`src/rtl/core/bcs_pkg.sv`:
```
// Shared types, constants and the segment decoder for the BCD clock block.
package bcs_pkg;

    // Item kinds carried in the mode field
    typedef enum logic [1:0] {
        KIND_BYTE = 2'd0,
        KIND_TICK = 2'd1,
        KIND_SCAN = 2'd2,
        KIND_NONE = 2'd3
    } kind_t;

    // Display scan
    localparam int SCAN_DIGITS = 4;
    localparam int SCAN_W      = $clog2(SCAN_DIGITS);

    // Characters used by the framer
    localparam logic [7:0] CH_HASH = 8'h23;
    localparam logic [7:0] CH_STAR = 8'h2A;
    localparam logic [7:0] CH_ZERO = 8'h30;
    localparam logic [7:0] CH_NINE = 8'h39;

    // Command frames, first character in the top byte
    localparam logic [47:0] CMD_RST   = "#CRST*";
    localparam logic [55:0] CMD_STOP  = "#CSTOP*";
    localparam logic [63:0] CMD_START = "#CSTART*";
    localparam logic [55:0] CMD_MODE1 = "#MODE1*";
    localparam logic [55:0] CMD_MODE2 = "#MODE2*";
    localparam logic [47:0] CMD_SET   = "#CCHT=";

    // Decoded command from one received byte
    typedef struct packed {
        logic             zero_time;
        logic             stop;
        logic             start;
        logic             view_ms;
        logic             view_hm;
        logic             set_time;
        logic [5:0][3:0]  digits;    // index 0 seconds ones .. 5 hours tens
    } cmd_t;

    // 7-segment pattern, segments in bits 7..1; blank above nine
    function automatic logic [7:0] seg_pattern(input logic [3:0] d);
        logic [7:0] p;
        case (d)
            4'd0:    p = 8'h7E;
            4'd1:    p = 8'h0C;
            4'd2:    p = 8'hB6;
            4'd3:    p = 8'h9E;
            4'd4:    p = 8'hCC;
            4'd5:    p = 8'hDA;
            4'd6:    p = 8'hFA;
            4'd7:    p = 8'h0E;
            4'd8:    p = 8'hFE;
            4'd9:    p = 8'hDE;
            default: p = 8'h00;
        endcase
        return p;
    endfunction

endpackage

```
`src/rtl/core/bcs_item_if.sv`:
```
// Request channel carrying one input item (kind and received byte).
interface bcs_item_if;
    logic       valid;
    logic       ready;
    logic [1:0] mode;
    logic [7:0] rx_byte;

    modport source (output valid, output mode, output rx_byte, input ready);
    modport sink   (input valid, input mode, input rx_byte, output ready);
endinterface

```
`src/rtl/core/bcs_result_if.sv`:
```
// Request channel carrying one result item (display drives and blink).
interface bcs_result_if;
    logic       valid;
    logic       ready;
    logic [7:0] segments;
    logic [3:0] digit_enable;
    logic       blink;

    modport source (output valid, output segments, output digit_enable, output blink,
                    input ready);
    modport sink   (input valid, input segments, input digit_enable, input blink,
                     output ready);
endinterface

```
`src/rtl/core/bcd_clock_serial_cmd_7seg_scan_top.sv`:
```
// Six-digit 24-hour BCD clock with serial command framer and 4-digit scan.
//
// Channels: "item" takes one request per cycle: mode 0 is a received serial
// byte (rx_byte), mode 1 a one-second tick, mode 2 a display scan tick, and
// mode 3 does nothing. "result" returns exactly one request per item with
// the segment pattern, the one-hot digit enable and the blink line as they
// stand after that item.
// Path: an accepted item lands in the input register and is processed
// from there into the state and result registers that carry its result.
// Throughput: one item per cycle while result is not held; the whole update
// is one pass of frame compares, BCD carries and a segment lookup between
// the input register and the state/result registers.
// Reset: time zero, clock running, mm:ss view, scan at digit 0, drives and
// blink zero, frame store empty. No clearing pass is needed.
// Stall: while result is held, the input register keeps one more item and
// item.ready drops only when both the input and result stages are full.
module bcd_clock_serial_cmd_7seg_scan_top
    import bcs_pkg::*;
#(
    parameter int FRAME_LEN = 15
)
(
    input  logic            clk,
    input  logic            rst_n,
    bcs_item_if.sink        item,
    bcs_result_if.source    result
);

    // Input stage
    logic       in_valid_reg;
    logic [1:0] in_mode_reg;
    logic [7:0] in_byte_reg;
    logic       fire;
    logic       res_valid_reg;
    logic       res_valid_next;

    // Clock and display state
    logic [5:0][3:0]   time_reg;
    logic [5:0][3:0]   time_next;
    logic [5:0][3:0]   shown_reg;
    logic [5:0][3:0]   shown_next;
    logic              running_reg;
    logic              running_next;
    logic              hours_view_reg;
    logic              hours_view_next;
    logic [SCAN_W-1:0] scan_pos_reg;
    logic [SCAN_W-1:0] scan_pos_next;
    logic              blink_reg;
    logic              blink_next;
    logic [7:0]        seg_reg;
    logic [7:0]        seg_next;
    logic [3:0]        dig_reg;
    logic [3:0]        dig_next;

    logic [5:0][3:0]   tick_time;
    logic [2:0]        show_idx;
    logic [3:0]        show_digit;
    logic              take_byte;
    cmd_t              cmd;

    assign fire       = in_valid_reg && (!res_valid_reg || result.ready);
    assign item.ready = !in_valid_reg || fire;
    assign take_byte  = fire && (in_mode_reg == KIND_BYTE);

    bcs_frame #(
        .FRAME_LEN (FRAME_LEN)
    ) u_frame (
        .clk     (clk),
        .rst_n   (rst_n),
        .take    (take_byte),
        .rx_byte (in_byte_reg),
        .cmd     (cmd)
    );

    // Counted second: BCD carries and hour wrap
    always_comb
    begin
        tick_time    = time_reg;
        tick_time[0] = tick_time[0] + 4'd1;
        if (tick_time[0] > 4'd9)
        begin
            tick_time[0] = 4'd0;
            tick_time[1] = tick_time[1] + 4'd1;
        end
        if (tick_time[1] > 4'd5)
        begin
            tick_time[1] = 4'd0;
            tick_time[2] = tick_time[2] + 4'd1;
        end
        if (tick_time[2] > 4'd9)
        begin
            tick_time[2] = 4'd0;
            tick_time[3] = tick_time[3] + 4'd1;
        end
        if (tick_time[3] > 4'd5)
        begin
            tick_time[3] = 4'd0;
            tick_time[4] = tick_time[4] + 4'd1;
        end
        if (tick_time[4] > 4'd9)
        begin
            tick_time[4] = 4'd0;
            tick_time[5] = tick_time[5] + 4'd1;
        end
        if ((tick_time[5] > 4'd2) || ((tick_time[5] == 4'd2) && (tick_time[4] > 4'd3)))
        begin
            tick_time = '0;
        end
    end

    // Digit picked by the scan position in the current view
    assign show_idx   = {1'b0, scan_pos_reg} + (hours_view_reg ? 3'd2 : 3'd0);
    always_comb
    begin
        case (show_idx)
            3'd0:    show_digit = shown_reg[0];
            3'd1:    show_digit = shown_reg[1];
            3'd2:    show_digit = shown_reg[2];
            3'd3:    show_digit = shown_reg[3];
            3'd4:    show_digit = shown_reg[4];
            3'd5:    show_digit = shown_reg[5];
            default: show_digit = 4'd0;
        endcase
    end

    // State update for the item in the input register
    always_comb
    begin
        time_next       = time_reg;
        shown_next      = shown_reg;
        running_next    = running_reg;
        hours_view_next = hours_view_reg;
        scan_pos_next   = scan_pos_reg;
        blink_next      = blink_reg;
        seg_next        = seg_reg;
        dig_next        = dig_reg;
        case (kind_t'(in_mode_reg))
            KIND_BYTE:
            begin
                if (cmd.zero_time)
                begin
                    time_next = '0;
                end
                if (cmd.set_time)
                begin
                    time_next = cmd.digits;
                end
                if (cmd.stop)
                begin
                    running_next = 1'b0;
                end
                if (cmd.start)
                begin
                    running_next = 1'b1;
                end
                if (cmd.view_ms)
                begin
                    hours_view_next = 1'b0;
                end
                if (cmd.view_hm)
                begin
                    hours_view_next = 1'b1;
                end
            end
            KIND_TICK:
            begin
                if (running_reg)
                begin
                    time_next  = tick_time;
                    shown_next = tick_time;
                    blink_next = !blink_reg;
                end
            end
            KIND_SCAN:
            begin
                seg_next      = seg_pattern(show_digit);
                dig_next      = 4'b1000 >> scan_pos_reg;
                scan_pos_next = scan_pos_reg + SCAN_W'(1);
            end
            default:
            begin
                seg_next = seg_reg;
            end
        endcase
    end

    // Result valid: set by a processed item, cleared when taken
    always_comb
    begin
        if (fire)
        begin
            res_valid_next = 1'b1;
        end
        else if (result.ready)
        begin
            res_valid_next = 1'b0;
        end
        else
        begin
            res_valid_next = res_valid_reg;
        end
    end

    // Input register
    always_ff @(posedge clk or negedge rst_n)
    begin
        if (!rst_n)
        begin
            in_valid_reg <= 1'b0;
        end
        else if (item.ready)
        begin
            in_valid_reg <= item.valid;
        end
    end

    always_ff @(posedge clk)
    begin
        if (item.ready && item.valid)
        begin
            in_mode_reg <= item.mode;
            in_byte_reg <= item.rx_byte;
        end
    end

    // State and result registers
    always_ff @(posedge clk or negedge rst_n)
    begin
        if (!rst_n)
        begin
            res_valid_reg  <= 1'b0;
            time_reg       <= '0;
            shown_reg      <= '0;
            running_reg    <= 1'b1;
            hours_view_reg <= 1'b0;
            scan_pos_reg   <= '0;
            blink_reg      <= 1'b0;
            seg_reg        <= '0;
            dig_reg        <= '0;
        end
        else
        begin
            res_valid_reg <= res_valid_next;
            if (fire)
            begin
                time_reg       <= time_next;
                shown_reg      <= shown_next;
                running_reg    <= running_next;
                hours_view_reg <= hours_view_next;
                scan_pos_reg   <= scan_pos_next;
                blink_reg      <= blink_next;
                seg_reg        <= seg_next;
                dig_reg        <= dig_next;
            end
        end
    end

    assign result.valid        = res_valid_reg;
    assign result.segments     = seg_reg;
    assign result.digit_enable = dig_reg;
    assign result.blink        = blink_reg;

`ifndef SYNTHESIS
    a_dig_onehot0: assert property (@(posedge clk) disable iff (!rst_n)
        $onehot0(dig_reg))
        else $error("digit enable has more than one bit set");

    a_scan_step: assert property (@(posedge clk) disable iff (!rst_n)
        fire && (in_mode_reg == KIND_SCAN) |=> scan_pos_reg == $past(scan_pos_reg) + 2'd1)
        else $error("scan position did not advance on a scan tick");

    a_blink_toggle: assert property (@(posedge clk) disable iff (!rst_n)
        fire && (in_mode_reg == KIND_TICK) && running_reg |=> blink_reg != $past(blink_reg))
        else $error("blink did not toggle on a counted second");

    a_hold_idle: assert property (@(posedge clk) disable iff (!rst_n)
        !fire |=> $stable(blink_reg) && $stable(seg_reg) && $stable(time_reg))
        else $error("state changed without a processed item");

    a_ready_free: assert property (@(posedge clk) disable iff (!rst_n)
        !in_valid_reg || !res_valid_reg |-> item.ready)
        else $error("input stalled while a stage was free");
`endif

endmodule

```
`src/rtl/core/bcs_frame.sv`:
```
// Serial command framer: frame store, position counter and command decode.
module bcs_frame
    import bcs_pkg::*;
#(
    parameter int FRAME_LEN = 15
)
(
    input  logic       clk,
    input  logic       rst_n,
    input  logic       take,
    input  logic [7:0] rx_byte,
    output cmd_t       cmd
);

    localparam int PosW = $clog2(FRAME_LEN);

    logic [7:0]      fb_reg [FRAME_LEN];
    logic [PosW-1:0] pos_reg;
    logic [PosW-1:0] pos_next;

    logic [7:0]  fbw [FRAME_LEN];
    logic [63:0] head;
    logic        start_ok;
    logic        is_star;
    logic        at_end;
    logic        digits_ok;

    // Store view with the incoming byte written at the current position
    always_comb
    begin
        for (int k = 0; k < FRAME_LEN; k++)
        begin
            fbw[k] = (pos_reg == PosW'(k)) ? rx_byte : fb_reg[k];
        end
        for (int k = 0; k < 8; k++)
        begin
            head[63 - 8*k -: 8] = fbw[k];
        end
    end

    assign start_ok = (fbw[0] == CH_HASH);
    assign is_star  = (rx_byte == CH_STAR);
    assign at_end   = (pos_reg == PosW'(FRAME_LEN - 1));

    // Time digits for the set-time frame
    always_comb
    begin
        digits_ok = 1'b1;
        for (int j = 0; j < 6; j++)
        begin
            digits_ok = digits_ok && (fbw[6 + j] inside {[CH_ZERO:CH_NINE]});
        end
    end

    // Command decode on the closing star
    always_comb
    begin
        logic fire;
        fire = take && start_ok && is_star;
        cmd.zero_time = fire && (pos_reg == PosW'(5)) && (head[63:16] == CMD_RST);
        cmd.stop      = fire && (pos_reg == PosW'(6)) && (head[63:8] == CMD_STOP);
        cmd.start     = fire && (pos_reg == PosW'(7)) && (head == CMD_START);
        cmd.view_ms   = fire && (pos_reg == PosW'(6)) && (head[63:8] == CMD_MODE1);
        cmd.view_hm   = fire && (pos_reg == PosW'(6)) && (head[63:8] == CMD_MODE2);
        cmd.set_time  = fire && (pos_reg == PosW'(12)) && (head[63:16] == CMD_SET)
                        && digits_ok;
        for (int j = 0; j < 6; j++)
        begin
            cmd.digits[5 - j] = fbw[6 + j][3:0];
        end
    end

    // Position: restart on a bad start, a closing star or a full store
    always_comb
    begin
        if (!start_ok || is_star || at_end)
        begin
            pos_next = '0;
        end
        else
        begin
            pos_next = pos_reg + PosW'(1);
        end
    end

    always_ff @(posedge clk or negedge rst_n)
    begin
        if (!rst_n)
        begin
            pos_reg <= '0;
            for (int k = 0; k < FRAME_LEN; k++)
            begin
                fb_reg[k] <= '0;
            end
        end
        else if (take)
        begin
            pos_reg <= pos_next;
            for (int k = 0; k < FRAME_LEN; k++)
            begin
                fb_reg[k] <= fbw[k];
            end
        end
    end

endmodule

```
`src/flat_wrapper.sv`:
```
// flat-port wrapper written by rule: the top's interface ports become plain ports
module bcd_clock_serial_cmd_7seg_scan_top_flat import bcs_pkg::*;
#(
    parameter int FRAME_LEN = 15
)
  (clk, rst_n, item_valid, item_mode, item_rx_byte, item_ready, result_valid, result_segments, result_digit_enable, result_blink, result_ready);
  bcs_item_if item_i ();
  bcs_result_if result_i ();
  input  logic clk;
  input  logic rst_n;
  input wire logic [$bits(item_i.valid)-1:0] item_valid;
  input wire logic [$bits(item_i.mode)-1:0] item_mode;
  input wire logic [$bits(item_i.rx_byte)-1:0] item_rx_byte;
  output wire logic [$bits(item_i.ready)-1:0] item_ready;
  output wire logic [$bits(result_i.valid)-1:0] result_valid;
  output wire logic [$bits(result_i.segments)-1:0] result_segments;
  output wire logic [$bits(result_i.digit_enable)-1:0] result_digit_enable;
  output wire logic [$bits(result_i.blink)-1:0] result_blink;
  input wire logic [$bits(result_i.ready)-1:0] result_ready;
  assign item_i.valid = item_valid;
  assign item_i.mode = item_mode;
  assign item_i.rx_byte = item_rx_byte;
  assign item_ready = item_i.ready;
  assign result_valid = result_i.valid;
  assign result_segments = result_i.segments;
  assign result_digit_enable = result_i.digit_enable;
  assign result_blink = result_i.blink;
  assign result_i.ready = result_ready;
  bcd_clock_serial_cmd_7seg_scan_top #(.FRAME_LEN(FRAME_LEN)) u_core (.clk(clk), .rst_n(rst_n), .item(item_i), .result(result_i));
endmodule
```
`config.mk`:
```
export PLATFORM = sky130hd
export DESIGN_NAME = bcd_clock_serial_cmd_7seg_scan_top_flat
export DESIGN_NICKNAME = d
export VERILOG_FILES = /design/src/rtl/core/bcs_pkg.sv /design/src/rtl/core/bcs_item_if.sv /design/src/rtl/core/bcs_result_if.sv /design/src/rtl/core/bcd_clock_serial_cmd_7seg_scan_top.sv /design/src/rtl/core/bcs_frame.sv /design/src/flat_wrapper.sv
export SDC_FILE = /design/constraint.sdc
export NUM_CORES = 1
export LEC_CHECK = 0
export ABC_AREA = 1
export BUFFER_PORTS_ARGS = -buffer_cell sky130_fd_sc_hd__buf_2
export CORE_MARGIN = 4
export CORE_UTILIZATION = 55
export DETAILED_ROUTE_END_ITERATION = 12
export GPL_TIMING_DRIVEN = 0
export PLACE_DENSITY = 0.79
export RECOVER_POWER = 50
export SYNTH_ARGS = -nofsm -noshare
export SYNTH_HDL_FRONTEND = slang
export SYNTH_SLANG_ARGS = --single-unit
```
`constraint.sdc`:
```
create_clock -name clk -period 8.41 [get_ports clk]
set_input_delay 0.4205 -clock clk [delete_from_list [all_inputs] [get_ports clk]]
set_output_delay 0.4205 -clock clk [all_outputs]
set_load 0.01 [all_outputs]
```
# ---- After elaboration in Yosys (flattened, before gate mapping)
# Memories as Yosys holds them, arrays and structs flattened. A register that Yosys moved wholly into a read port is not among the register bits.
# Cells that the tools add are included.
dict set report totals {
  regBits 177
  romBits 112
  inputBits 14
  output_inout_bits 15
  wordCells 177
  mem_count 1
}
# name words word_bits rd rd_ports_with_merged_regs wr line_no
set mem_list {}
lappend mem_list {{(name not given)} 16 7 1 1 0 bcs_pkg.sv:44} ;# case (d)
dict set report op_classes {
  add_sub_neg 9
  n_lt_le_gt_ge 19
  n_eq_ne 31
  n_shift 1
  mux 31
  reduce_logical 50
}
# op n
set ops {}
lappend ops {{56-bit by 54-bit == test with 1-bit output, second input constant} 3}
lappend ops {{8-bit 2-to-1 mux} 17}
lappend ops {{48-bit by 46-bit == test with 1-bit output, second input constant} 2}
lappend ops {{24-bit 2-to-1 mux} 4}
lappend ops {{64-bit by 62-bit == test with 1-bit output, second input constant} 1}
lappend ops {{8-bit by 6-bit greater-or-equal comparator with 1-bit output, second input constant} 6}
lappend ops {{8-bit by 6-bit less-or-equal comparator with 1-bit output, second input constant} 6}
lappend ops {{24-bit case mux with 2 select lines} 1}
lappend ops {{4-bit by 1-bit adder with 4-bit output, second input constant} 7}
lappend ops {{1-bit logical AND} 28}
lappend ops {{4-bit == test, second input constant} 6}
lappend ops {{4-bit case mux with 6 select lines} 1}
lappend ops {{4-bit by 3-bit == test with 1-bit output, second input constant} 4}
lappend ops {{8-bit by 6-bit == test with 1-bit output, second input constant} 2}
lappend ops {{4-bit by 2-bit == test with 1-bit output, second input constant} 3}
lappend ops {{4-bit > comparator, second input constant} 3}
lappend ops {{3-bit AND reduction} 3}
lappend ops {{4-bit by 2-bit > comparator with 1-bit output, second input constant} 2}
lappend ops {{4-bit by 3-bit > comparator with 1-bit output, second input constant} 2}
lappend ops {{2-bit nonzero test} 4}
lappend ops {{3-bit by 2-bit == test with 1-bit output, second input constant} 2}
lappend ops {{3-bit == test, second input constant} 2}
lappend ops {{1-bit 2-to-1 mux} 6}
lappend ops {{1-bit zero test} 5}
lappend ops {{other kinds (17)} 21}

# ---- Logic depth before layout (Yosys ltp)
# Gate-level depths: netlist (run 1).
dict set report logic_depth {
  word_depth 17
  depth_mapped 32
  ltp_nobuf 31
}

# ---- Cells and area by module
# From an unflattened synthesis (run 1), not the netlist that was laid out.
dict set report unflattened {
  cells_unflattened 1567
  hier_area_um2 10943.0
}
# mod instances cells_per_inst area_per_inst_um2 seq_area_each_um2
set modules_own_cells {}
lappend modules_own_cells {bcs_frame 1 994 6463.7 2502.4}
lappend modules_own_cells {bcd_clock_serial_cmd_7seg_scan_top 1 573 4479.3 1953.1}

# ---- Worst setup path after synthesis (run 1)
# No wires, ideal clock.
dict set report synth_timing {
  kind {reg-to-reg}
  start {reg u_core.time_reg[0] in the netlist's numbering}
  end {reg u_core.time_reg[2] in the netlist's numbering}
  setup_ps 117
  arrival_time_ps 2876
  required_ps 8293
  setup_slack_ps 5417
  path_stages_with_launch 29
  path_buffers 1
  period_less_slack_ps 2993
  path_cell_list {dfrtp_1 ha_1 nor2_1 a21oi_4 nand2_4 nand2_1 nand2_1 nand2_2 nand2_4 nand2_1 nand2_2 nand2_4 nand2_4 inv_2 o21ai_4 nand2_4 nand2_2 nand2_2 inv_2 nand2_4 nand2_2 nand2_2 inv_2 nand2_8 buf_12 nand3_2 nand2_1 nand2_1 nand2_1}
}
dict set report synth_between {
  elab_chain_len 17
  word_cells_on_any_way 19
  classes_between {1 x add/sub; 7 x order compare; 1 x eq/ne; 8 x mux; 2 x reduce/logical}
}
# item line_no
set synth_lines {}
lappend synth_lines {{start, declared} bcd_clock_serial_cmd_7seg_scan_top.sv:38} ;# logic [5:0][3:0] time_reg;
lappend synth_lines {{start signal, assigned} bcd_clock_serial_cmd_7seg_scan_top.sv:246} ;# time_reg <= time_next;
lappend synth_lines {{4-bit by 1-bit adder with 4-bit output (*)} bcd_clock_serial_cmd_7seg_scan_top.sv:79} ;# tick_time[0] = tick_time[0] + 4'd1;
lappend synth_lines {{4-bit > comparator} bcd_clock_serial_cmd_7seg_scan_top.sv:80} ;# if (tick_time[0] > 4'd9)
lappend synth_lines {{8-bit 2-to-1 mux (*)} bcd_clock_serial_cmd_7seg_scan_top.sv:80}
lappend synth_lines {{4-bit by 3-bit > comparator with 1-bit output} bcd_clock_serial_cmd_7seg_scan_top.sv:85} ;# if (tick_time[1] > 4'd5)
lappend synth_lines {{8-bit 2-to-1 mux} bcd_clock_serial_cmd_7seg_scan_top.sv:85}
lappend synth_lines {{4-bit > comparator} bcd_clock_serial_cmd_7seg_scan_top.sv:90} ;# if (tick_time[2] > 4'd9)
lappend synth_lines {{8-bit 2-to-1 mux} bcd_clock_serial_cmd_7seg_scan_top.sv:90}
lappend synth_lines {{4-bit by 3-bit > comparator with 1-bit output} bcd_clock_serial_cmd_7seg_scan_top.sv:95} ;# if (tick_time[3] > 4'd5)
lappend synth_lines {{8-bit 2-to-1 mux} bcd_clock_serial_cmd_7seg_scan_top.sv:95}
lappend synth_lines {{4-bit > comparator} bcd_clock_serial_cmd_7seg_scan_top.sv:100} ;# if (tick_time[4] > 4'd9)
lappend synth_lines {{8-bit 2-to-1 mux} bcd_clock_serial_cmd_7seg_scan_top.sv:100}
lappend synth_lines {{4-bit by 2-bit > comparator with 1-bit output or 4-bit by 2-bit == test with 1-bit output (tied branches)} bcd_clock_serial_cmd_7seg_scan_top.sv:105} ;# if ((tick_time[5] > 4'd2) || ((tick_time[5] == 4'd2) && (tick_time[4] > 4'd3)))
lappend synth_lines {{1-bit logical AND} bcd_clock_serial_cmd_7seg_scan_top.sv:105}
lappend synth_lines {{1-bit logical OR} bcd_clock_serial_cmd_7seg_scan_top.sv:105}
lappend synth_lines {{24-bit 2-to-1 mux (*)} bcd_clock_serial_cmd_7seg_scan_top.sv:105}
lappend synth_lines {{24-bit 2-to-1 mux (*)} bcd_clock_serial_cmd_7seg_scan_top.sv:167} ;# if (running_reg)
lappend synth_lines {{24-bit case mux with 2 select lines (*)} bcd_clock_serial_cmd_7seg_scan_top.sv:137} ;# case (kind_t'(in_mode_reg))
# Mark *: on every way between the ends. The rest lies on a longest branch, timed or not. The select of a mux whose other input is x is not followed.
# A chain may end at the register's enable or synchronous reset.

==> impl_table.tex, run 1 <==
\begin{tabular}{lr}
\hline
Metric & Value \\
\hline
\multicolumn{2}{l}{\textbf{Worst setup path}} \\
Type of destination of the critical path & asynchronous set/reset pin \\
Combined buffer and inverter count along the critical path & 1 \\
Setup slack, reg-to-reg & 4.54 ns \\
Master of the slowest instance on the critical path & clkbuf\_1 \\
Logic depth of the worst register-to-register path & 13 \\
Worst Path Arrival & 4.06 ns \\
Crit Path Max Fanout & 94 \\
CP Data Required Time & 7.74 ns \\
Sort of element at the start of the critical path & input pin \\
FF-to-FF Start & u\_core.in\_byte\_reg[5] \\
Critical path cell sequence & clkbuf\_1 \\
End of the worst register-to-register path & u\_core.time\_reg[17] \\
Crit path largest cell delay & 3.50 ns \\
Category of cells accounting for the largest share of critical-path delay & buffers and inverters \\
Worst Path Class, Setup & input pin to asynchronous set/reset pin \\
\multicolumn{2}{l}{\textbf{Synthesis}} \\
Synth warnings & 0 \\
EDFF count, synth & 10 \\
Fraction of synthesized cell area taken by the top area cell type & 40.74\% \\
Total standard cell area after synthesis & 0.01013 mm2 \\
Synth Area per Inst & 7.546 um2 \\
Post-synthesis cell type with the largest combined area & dfrtp\_1 \\
Async set-reset flop share out of synthesis & 94.32\% \\
Top cells by area in the synthesized netlist & dfrtp\_1 41\%, nand2\_1 15\%, o21ai\_0 6.9\% \\
Netlist cell types & 54 \\
Part of the Yosys area used for sequential elements & 43.96\% \\
Top\_reg\_cell synth & dfrtp\_1 \\
Total nets after synthesis & 1,379 \\
Register bit count reported by yosys & 176 \\
Post-Syn Instances & 1,343 \\
\multicolumn{2}{l}{\textbf{Detailed routing}} \\
Detailed-router iteration count before antenna repair & 6 \\
Starting DRC count in detailed routing & 849 \\
DRC Markers & 0 \\
Average detailed-routed wire length per instance & 16.02 um \\
Overall via count from detail\_route & 9,077 \\
Post-route antenna net violation count & 0 \\
WL final & 26,150 um \\
Drt via density & 5.562 \\
\multicolumn{2}{l}{\textbf{Clock tree}} \\
Clock tree from TritonCTS & yes \\
CTS clock-pin slew for the worst setup and hold paths & 0.08 ns \\
Num Clock Sinks & 176 \\
Root cell of the clock tree & clkbuf\_16 \\
Total CTS buffers & 17 \\
Post-cts resize count & 0 \\
Clock insertion delay at the later pin of the skew report & 0.44 ns \\
Number of levels the H-tree was split into & 4 \\
Number of buffers added to fix hold violations after cts & 0 \\
Number of buffers on the longest clock path & 2 \\
Post-CTS setup buffers & 0 \\
\multicolumn{2}{l}{\textbf{Power}} \\
Sequential cell fraction of total power & 38.5\% \\
Power per cell area & 280.3 mW/mm2 \\
Leakage power total & 5.488 nW \\
Sw Ratio & 40.55\% \\
Fraction of power consumed by the clock network & 24.8\% \\
Internal portion of total power & 1.859 mW \\
Combinational fraction of design power & 36.8\% \\
Switching pwr & 1.268 mW \\
Maximum VDD drop & 203.2 uV \\
\multicolumn{2}{l}{\textbf{Layout}} \\
Share of layout cells above drive strength 1 & 11.76\% \\
Storage element area & 0.004456 mm2 \\
Area taken by multi-input logic gates & 0.004811 mm2 \\
Flip-flop count of the largest register after layout & 96 \\
Layout overhead on the synthesized area & 10.05\% \\
Number of inserted filler cells in the final layout & 1,596 \\
Number of antenna cells inserted & 0 \\
Final \#Nets & 1,426 \\
\multicolumn{2}{l}{\textbf{Job}} \\
Max-cap viol count & 1 \\
\multicolumn{2}{l}{\textbf{Place}} \\
Final GP Congestion & 0.9684 \\
Final HPWL from detailed placement & 18,910 um \\
Total of buffers placed on input and output ports & 27 \\
\multicolumn{2}{l}{\textbf{Global route}} \\
Busiest metal layer after global routing & met2 \\
Vias in the first global route & 8,477 \\
Antenna violations before repair & 0 \\
Overflow after GRT & 0 \\
Overall global routing resource usage & 26.43\% \\
Global-route wire length before repair & 42,970 um \\
Grt met2 use & 42.75\% \\
Global routing met1 resource utilization & 34.86\% \\
Met3 layer usage reported by global route & 4.659\% \\
Largest net degree at the start of global routing & 95 \\
\multicolumn{2}{l}{\textbf{STA}} \\
Final critical-path required period & 4.734 ns \\
F\_max & 0.2113 GHz \\
Slew Limit Fails & 95 \\
Final Hold Violating Endpoints & 0 \\
Final clock skew & 0.009805 ns \\
Unrepaired setup endpoints after global routing & no \\
Worst relative slew slack & -240.6\% \\
Number of setup violations in the final report & 0 \\
Final hold slack & 0.1525 ns \\
Total negative setup slack & 0 ns \\
Post-route clock period utilization & 56.29\% \\
Least-Margin Pin Slew & 5.109 ns \\
\multicolumn{2}{l}{\textbf{Die}} \\
DIE AREA & 0.02066 mm2 \\
Initial standard-cell utilization of the core & 56.23\% \\
I/O pin count & 29 \\
Vertical extent of the die & 143.7 um \\
Die X & 143.7 um \\
Area of the placeable core & 0.01802 mm2 \\
Cell Rows & 49 \\
\multicolumn{2}{l}{\textbf{Worst hold path}} \\
Critical hold path startpoint & item\_rx\_byte[6] \\
Worst hold path cell count & 1 \\
Hold WC Path Type & input pin to flip-flop \\
End point of the worst hold path & u\_core.in\_byte\_reg[6] \\
\multicolumn{2}{l}{\textbf{Run status}} \\
Violations in the final reports & max-capacitance violations, max-slew violations \\
Run status & complete, but fails checks \\
\hline
\end{tabular}
[area by class of cell]
| type | instances | share of cell area, % |
|---|---|---|
| Timing Repair Buffer | 28 | 1.447 |
| Multi-Input combinational cell | 951 | 43.13 |
| Sequential cell | 176 | 39.95 |
| Tap cell | 229 | 2.569 |
| Buffer | 53 | 2.277 |
| Clock inverter | 15 | 1.301 |
| Inverter | 163 | 5.508 |
| Clock buffer | 17 | 3.814 |
[routing by layer]
layer | wire, um | share of wire, %
met4 | 1163 | 4.4
met5 | 0 | 0
met2 | 12160 | 47
met3 | 1821 | 7.0
met1 | 11000 | 42
[worst reg2reg max path: cells and delay by family (launching register included)]
family          cells  cell delay, ns
compound gates      3            0.58
simple gates        8            1.90
flops               1            0.54
buf+inv             2            0.78
[cell usage in the layout, fill, tap and decap left out, drive strengths merged]
cell type,netlist,final
nor2,82,82
nor4b,1,1
nand3b,3,3
or3,1,1
or2,15,15
nand3,61,61
and3,1,1
o41ai,2,2
clkinv,1,6
ha,22,22
clkbuf,35,53
nor4,17,17
conb,1,1
clkinvlp,0,2
buf,18,45
a22o,4,4
or4,1,1
a21oi,50,50
o21ai,182,182
o22ai,1,1
inv,162,170
a221oi,1,1
o21bai,1,1
edfxtp,10,10
and2,3,3
nand4,18,18
o22a,1,1
xnor2,4,4
dfrtp,165,165
o31ai,4,4
xor2,13,13
o21a,6,6
dfstp,1,1
nor3,16,16
nand2,439,439
nor3b,1,1
[logic make-up (layout without fill, tap and decap cells)]
logic type	after synthesis	in the layout	share of synthesized area (%)
xor gates and xnor gates	17	17	1.469
AOI/OAI and AO/OA	252	252	13.68
other	1	1	0.03700
buffers and inverters	216	276	8.568
adders and majority gates	22	22	2.716
DFF	176	176	43.96
and+or+nand+nor	659	659	29.57
[cells in the mapped netlist (3+ instances only)]
master and count:
nand2_1 410, dfrtp_1 165, inv_1 148, o21ai_0 139, nor2_1 76, a21oi_1 47
nand3_1 41, o21ai_1 40, clkbuf_1 35, ha_1 22, nand2_2 20, nand3_2 20
nand4_1 18, nor3_1 16, nor4_1 16, buf_2 13, inv_2 13, xor2_1 13
edfxtp_1 10, or2_2 9, nand2_4 8, o21a_1 6, or2_1 6, a22o_1 4
xnor2_1 4, nand3b_1 3, nor2_2 3, nor2_4 3, o21ai_4 3, o31ai_1 3
[per-stage QoR]
stage | setup WS, ns | instance area (um2) | total power, mW | instances | utilization (%)
after floorplan | 5.417 | 10130 | 2.050 | 1343 | -
after global placement | 4.343 | 10560 | 2.298 | 1599 | 58.57
after detailed placement | 4.754 | 10590 | 2.344 | 1600 | 58.77
after CTS | 4.678 | 11160 | 3.120 | 1632 | 61.94
after global routing | 2.742 | 11150 | 3.344 | 1632 | 61.88
final | 3.676 | 11150 | 3.127 | 1632 | 61.88
[worst max-delay path by stage]
stage / startpoint / slack, ns / endpoint / cells after the start
global placement: rst_n / 4.34 / u_core.u_frame.fb_reg[112] / 1
CTS: u_core.u_frame.pos_reg[0] / 4.68 / u_core.time_reg[14] / 16
finish: rst_n / 3.68 / u_core.u_frame.fb_reg[118] / 1
floorplan: u_core.time_reg[0] / 5.42 / u_core.time_reg[2] / 28
global route: rst_n / 2.74 / u_core.u_frame.fb_reg[56] / 1
detailed placement: u_core.u_frame.pos_reg[0] / 4.75 / u_core.time_reg[17] / 16
[power groups by stage]
| stage | registers (mW) | logic [mW] | clock network (mW) |
|---|---|---|---|
| 4_1_cts | 1.20 | 1.14 | 0.781 |
| 5_1_grt | 1.23 | 1.29 | 0.821 |
| 6_report | 1.20 | 1.15 | 0.774 |
| 2_1_floorplan | 1.20 | 0.854 | 0 |
| 3_3_place_gp | 1.21 | 1.09 | 0 |
| 3_5_place_dp | 1.21 | 1.13 | 0 |
No activity file was read; power rests on OpenSTA's default activity.
==> inputs of run 2 (changes only) <==
Clock period 8.41 ns to 4.8 ns, I/O delays scaled along.
==> impl_table.tex, run 2 (same netlist as run 1, synthesis figures left out) <==
\begin{tabular}{lr}
\hline
Metric & Value \\
\hline
\multicolumn{2}{l}{\textbf{Run status}} \\
Run status & complete, but fails checks \\
Violations in the final reports & max-capacitance violations, max-slew violations \\
\multicolumn{2}{l}{\textbf{Layout}} \\
Storage element area & 0.004456 mm2 (unchanged) \\
Area taken by multi-input logic gates & 0.004811 mm2 (unchanged) \\
Commonest cells after routing, fill and taps aside & 410 x nand2\_1, 165 x dfrtp\_1, 148 x inv\_1 \\
Layout overhead on the synthesized area & 10.99\% \\
Final \#Nets & 1,437 (+0.77\%) \\
End-of-flow core utilization & 62.40\% (+0.53 points) \\
Number of inserted filler cells in the final layout & 1,588 (-0.50\%) \\
Share of layout cells above drive strength 1 & 10.82\% (-0.94 points) \\
Most frequent standard cell in the layout excluding fill and tap cells & nand2\_1 \\
Final instance area & 0.01125 mm2 (+0.85\%) \\
Flip-flop count of the largest register after layout & 96 (unchanged) \\
Number of antenna cells inserted & 0 (unchanged) \\
\multicolumn{2}{l}{\textbf{STA}} \\
Total negative setup slack & 0 ns (unchanged) \\
Final Hold Violating Endpoints & 0 (unchanged) \\
Number of setup violations in the final report & 0 (unchanged) \\
Worst relative slew slack & -59.49\% (+180 points) \\
Final critical-path required period & 3.814 ns \\
Least-Margin Pin Slew & 2.392 ns (-2.717 ns) \\
Slew Limit Fails & 94 (-1.1\%) \\
Unrepaired setup endpoints after global routing & no \\
Final clock skew & 0.009212 ns (-0.0005922 ns) \\
Post-route clock period utilization & 79.45\% \\
F\_max & 0.2622 GHz \\
\multicolumn{2}{l}{\textbf{Clock tree}} \\
Root cell of the clock tree & clkbuf\_16 \\
Clock insertion delay at the later pin of the skew report & 0.44 ns (about the same) \\
CTS clock-pin slew for the worst setup and hold paths & 0.08 ns (about the same) \\
Total CTS buffers & 17 (unchanged) \\
Clock tree from TritonCTS & yes \\
Num Clock Sinks & 176 (unchanged) \\
Number of buffers on the longest clock path & 2 (unchanged) \\
Number of levels the H-tree was split into & 4 (unchanged) \\
Post-CTS setup buffers & 0 (unchanged) \\
\multicolumn{2}{l}{\textbf{Worst setup path}} \\
Critical path cell sequence & inv\_1, ha\_1, nand2\_2, buf\_2, o21ai\_0, nand2\_1, nor3\_1, nand2\_1, nor3\_1, nand2\_1, nor4\_1, o31ai\_4, clkbuf\_1, a21oi\_1, nand2\_1, nand2\_1 \\
Crit Path Max Fanout & 10 (-89\%) \\
Master of the slowest instance on the critical path & nor4\_1 \\
CP Data Required Time & 5.18 ns (-2.56 ns) \\
Crit path largest cell delay & 0.53 ns (-2.97 ns) \\
Sort of element at the start of the critical path & flip-flop \\
Type of destination of the critical path & flip-flop \\
Worst Path Class, Setup & flip-flop to flip-flop \\
Dominant cell type by count on the critical path & nand2\_1 \\
Worst Path Arrival & 4.19 ns (+0.13 ns) \\
\multicolumn{2}{l}{\textbf{Detailed routing}} \\
Starting DRC count in detailed routing & 770 (-9.3\%) \\
Detailed-router iteration count before antenna repair & 5 (-1) \\
Post-route antenna net violation count & 0 (unchanged) \\
Average detailed-routed wire length per instance & 16.05 um (+0.18\%) \\
Drt via density & 5.512 (-0.90\%) \\
WL final & 26,370 um (+0.85\%) \\
DRC Markers & 0 (unchanged) \\
Overall via count from detail\_route & 9,056 (-0.23\%) \\
\multicolumn{2}{l}{\textbf{Die}} \\
Vertical extent of the die & 143.7 um (unchanged) \\
Die X & 143.7 um (unchanged) \\
Area of the placeable core & 0.01802 mm2 (unchanged) \\
Cell Rows & 49 (unchanged) \\
DIE AREA & 0.02066 mm2 (unchanged) \\
Initial standard-cell utilization of the core & 56.23\% (unchanged) \\
I/O pin count & 29 (unchanged) \\
\multicolumn{2}{l}{\textbf{Job}} \\
Max-cap viol count & 1 (unchanged) \\
\multicolumn{2}{l}{\textbf{Power}} \\
Maximum VDD drop & 356.7 uV (+76\%) \\
Total power consumption of the routed design & 5.472 mW (+75\%) \\
Power per cell area & 486.5 mW/mm2 (+74\%) \\
Leakage power total & 5.495 nW (+0.12\%) \\
\multicolumn{2}{l}{\textbf{Global route}} \\
Vias in the first global route & 8,534 (+0.67\%) \\
Overflow after GRT & 0 (unchanged) \\
Antenna violations before repair & 0 (unchanged) \\
Largest net degree at the start of global routing & 95 (unchanged) \\
Overall global routing resource usage & 26.61\% (+0.18 points) \\
Global-route wire length before repair & 43,250 um (+0.66\%) \\
\multicolumn{2}{l}{\textbf{Place}} \\
Final HPWL from detailed placement & 18,910 um (unchanged) \\
Final GP Congestion & 0.9684 (unchanged) \\
Total of buffers placed on input and output ports & 27 (unchanged) \\
Post-place instance area & 0.01059 mm2 (unchanged) \\
\multicolumn{2}{l}{\textbf{Worst hold path}} \\
Hold WC Path Type & input pin to flip-flop \\
\hline
\end{tabular}
run 2: cell count changes in the layout (fill, tap and decap cells not counted), sizes merged:
cell         delta
dlygate4sd3    +11
buf            -13
clkbuf         +13
run 2: per-layer routing:
metal | GRT usage (%) | routed length, um | vias up
met5 | 0 | 0 | -
met4 | 11.99 | 1148 | 0
met3 | 4.659 | 1620 | 64
met2 | 43.10 | 12240 | 326
met1 | 35.10 | 11360 | 4223
li1 | - | - | 4443
run 2: final cells by class:
class / instances / share of cell area, %
Buffer: 53 / 2.258
Clock buffer: 17 / 3.782
Clock inverter: 15 / 1.290
Inverter: 163 / 5.462
Multi-Input combinational cell: 951 / 42.77
Sequential cell: 176 / 39.61
Tap cell: 229 / 2.547
Timing Repair Buffer: 39 / 2.280
run 2: stage by stage:
step,hold WS (ns),cells,setup slack [ns]
5_1_grt,0.02769,1643,0.7419
6_report,0.02968,1643,0.9864
4_1_cts,0.008109,1643,1.068
3_3_place_gp,0.4183,1599,0.9137
2_1_floorplan,-0.05559,1343,1.807
3_5_place_dp,0.3144,1600,1.144
run 2: path summary, 6_finish.rpt:
kind,start,endpoint,slack (ns),depth (start not counted)
min in group asynchronous,rst_n,u_core.result.digit_enable[3],1.03,2
hold reg to reg,u_core.result.blink,u_core.result.blink,0.47,1
setup / recovery,u_core.u_frame.pos_reg[0],u_core.time_reg[17],0.99,16
max in group asynchronous,rst_n,u_core.u_frame.fb_reg[117],2.30,2
hold / removal,item_valid,u_core.in_valid_reg,0.03,3
setup reg to reg,u_core.u_frame.pos_reg[0],u_core.time_reg[17],0.99,16
run 2: what timing repair did:
action	4_1_cts	5_1_grt
hold endpoints to repair	102	0
hold buffers	11	0
gates resized for setup	0	0
run 2: power breakdown:
| group | internal (mW) | switching [mW] |
|---|---|---|
| combinational | 0.689 | 1.32 |
| clock | 0.689 | 0.667 |
| sequential | 1.87 | 0.237 |
| total | 3.25 | 2.22 |
run 2: critical path, delay by kind of cell, from the launching register on:
kind	cells	cell delay, ns
flip-flops	1	0.41
AND/OR/NAND/NOR	9	1.72
AO/OA/AOI/OAI	3	0.76
buffers and inverters	3	0.57
adder cells (fa/ha/maj)	1	0.29
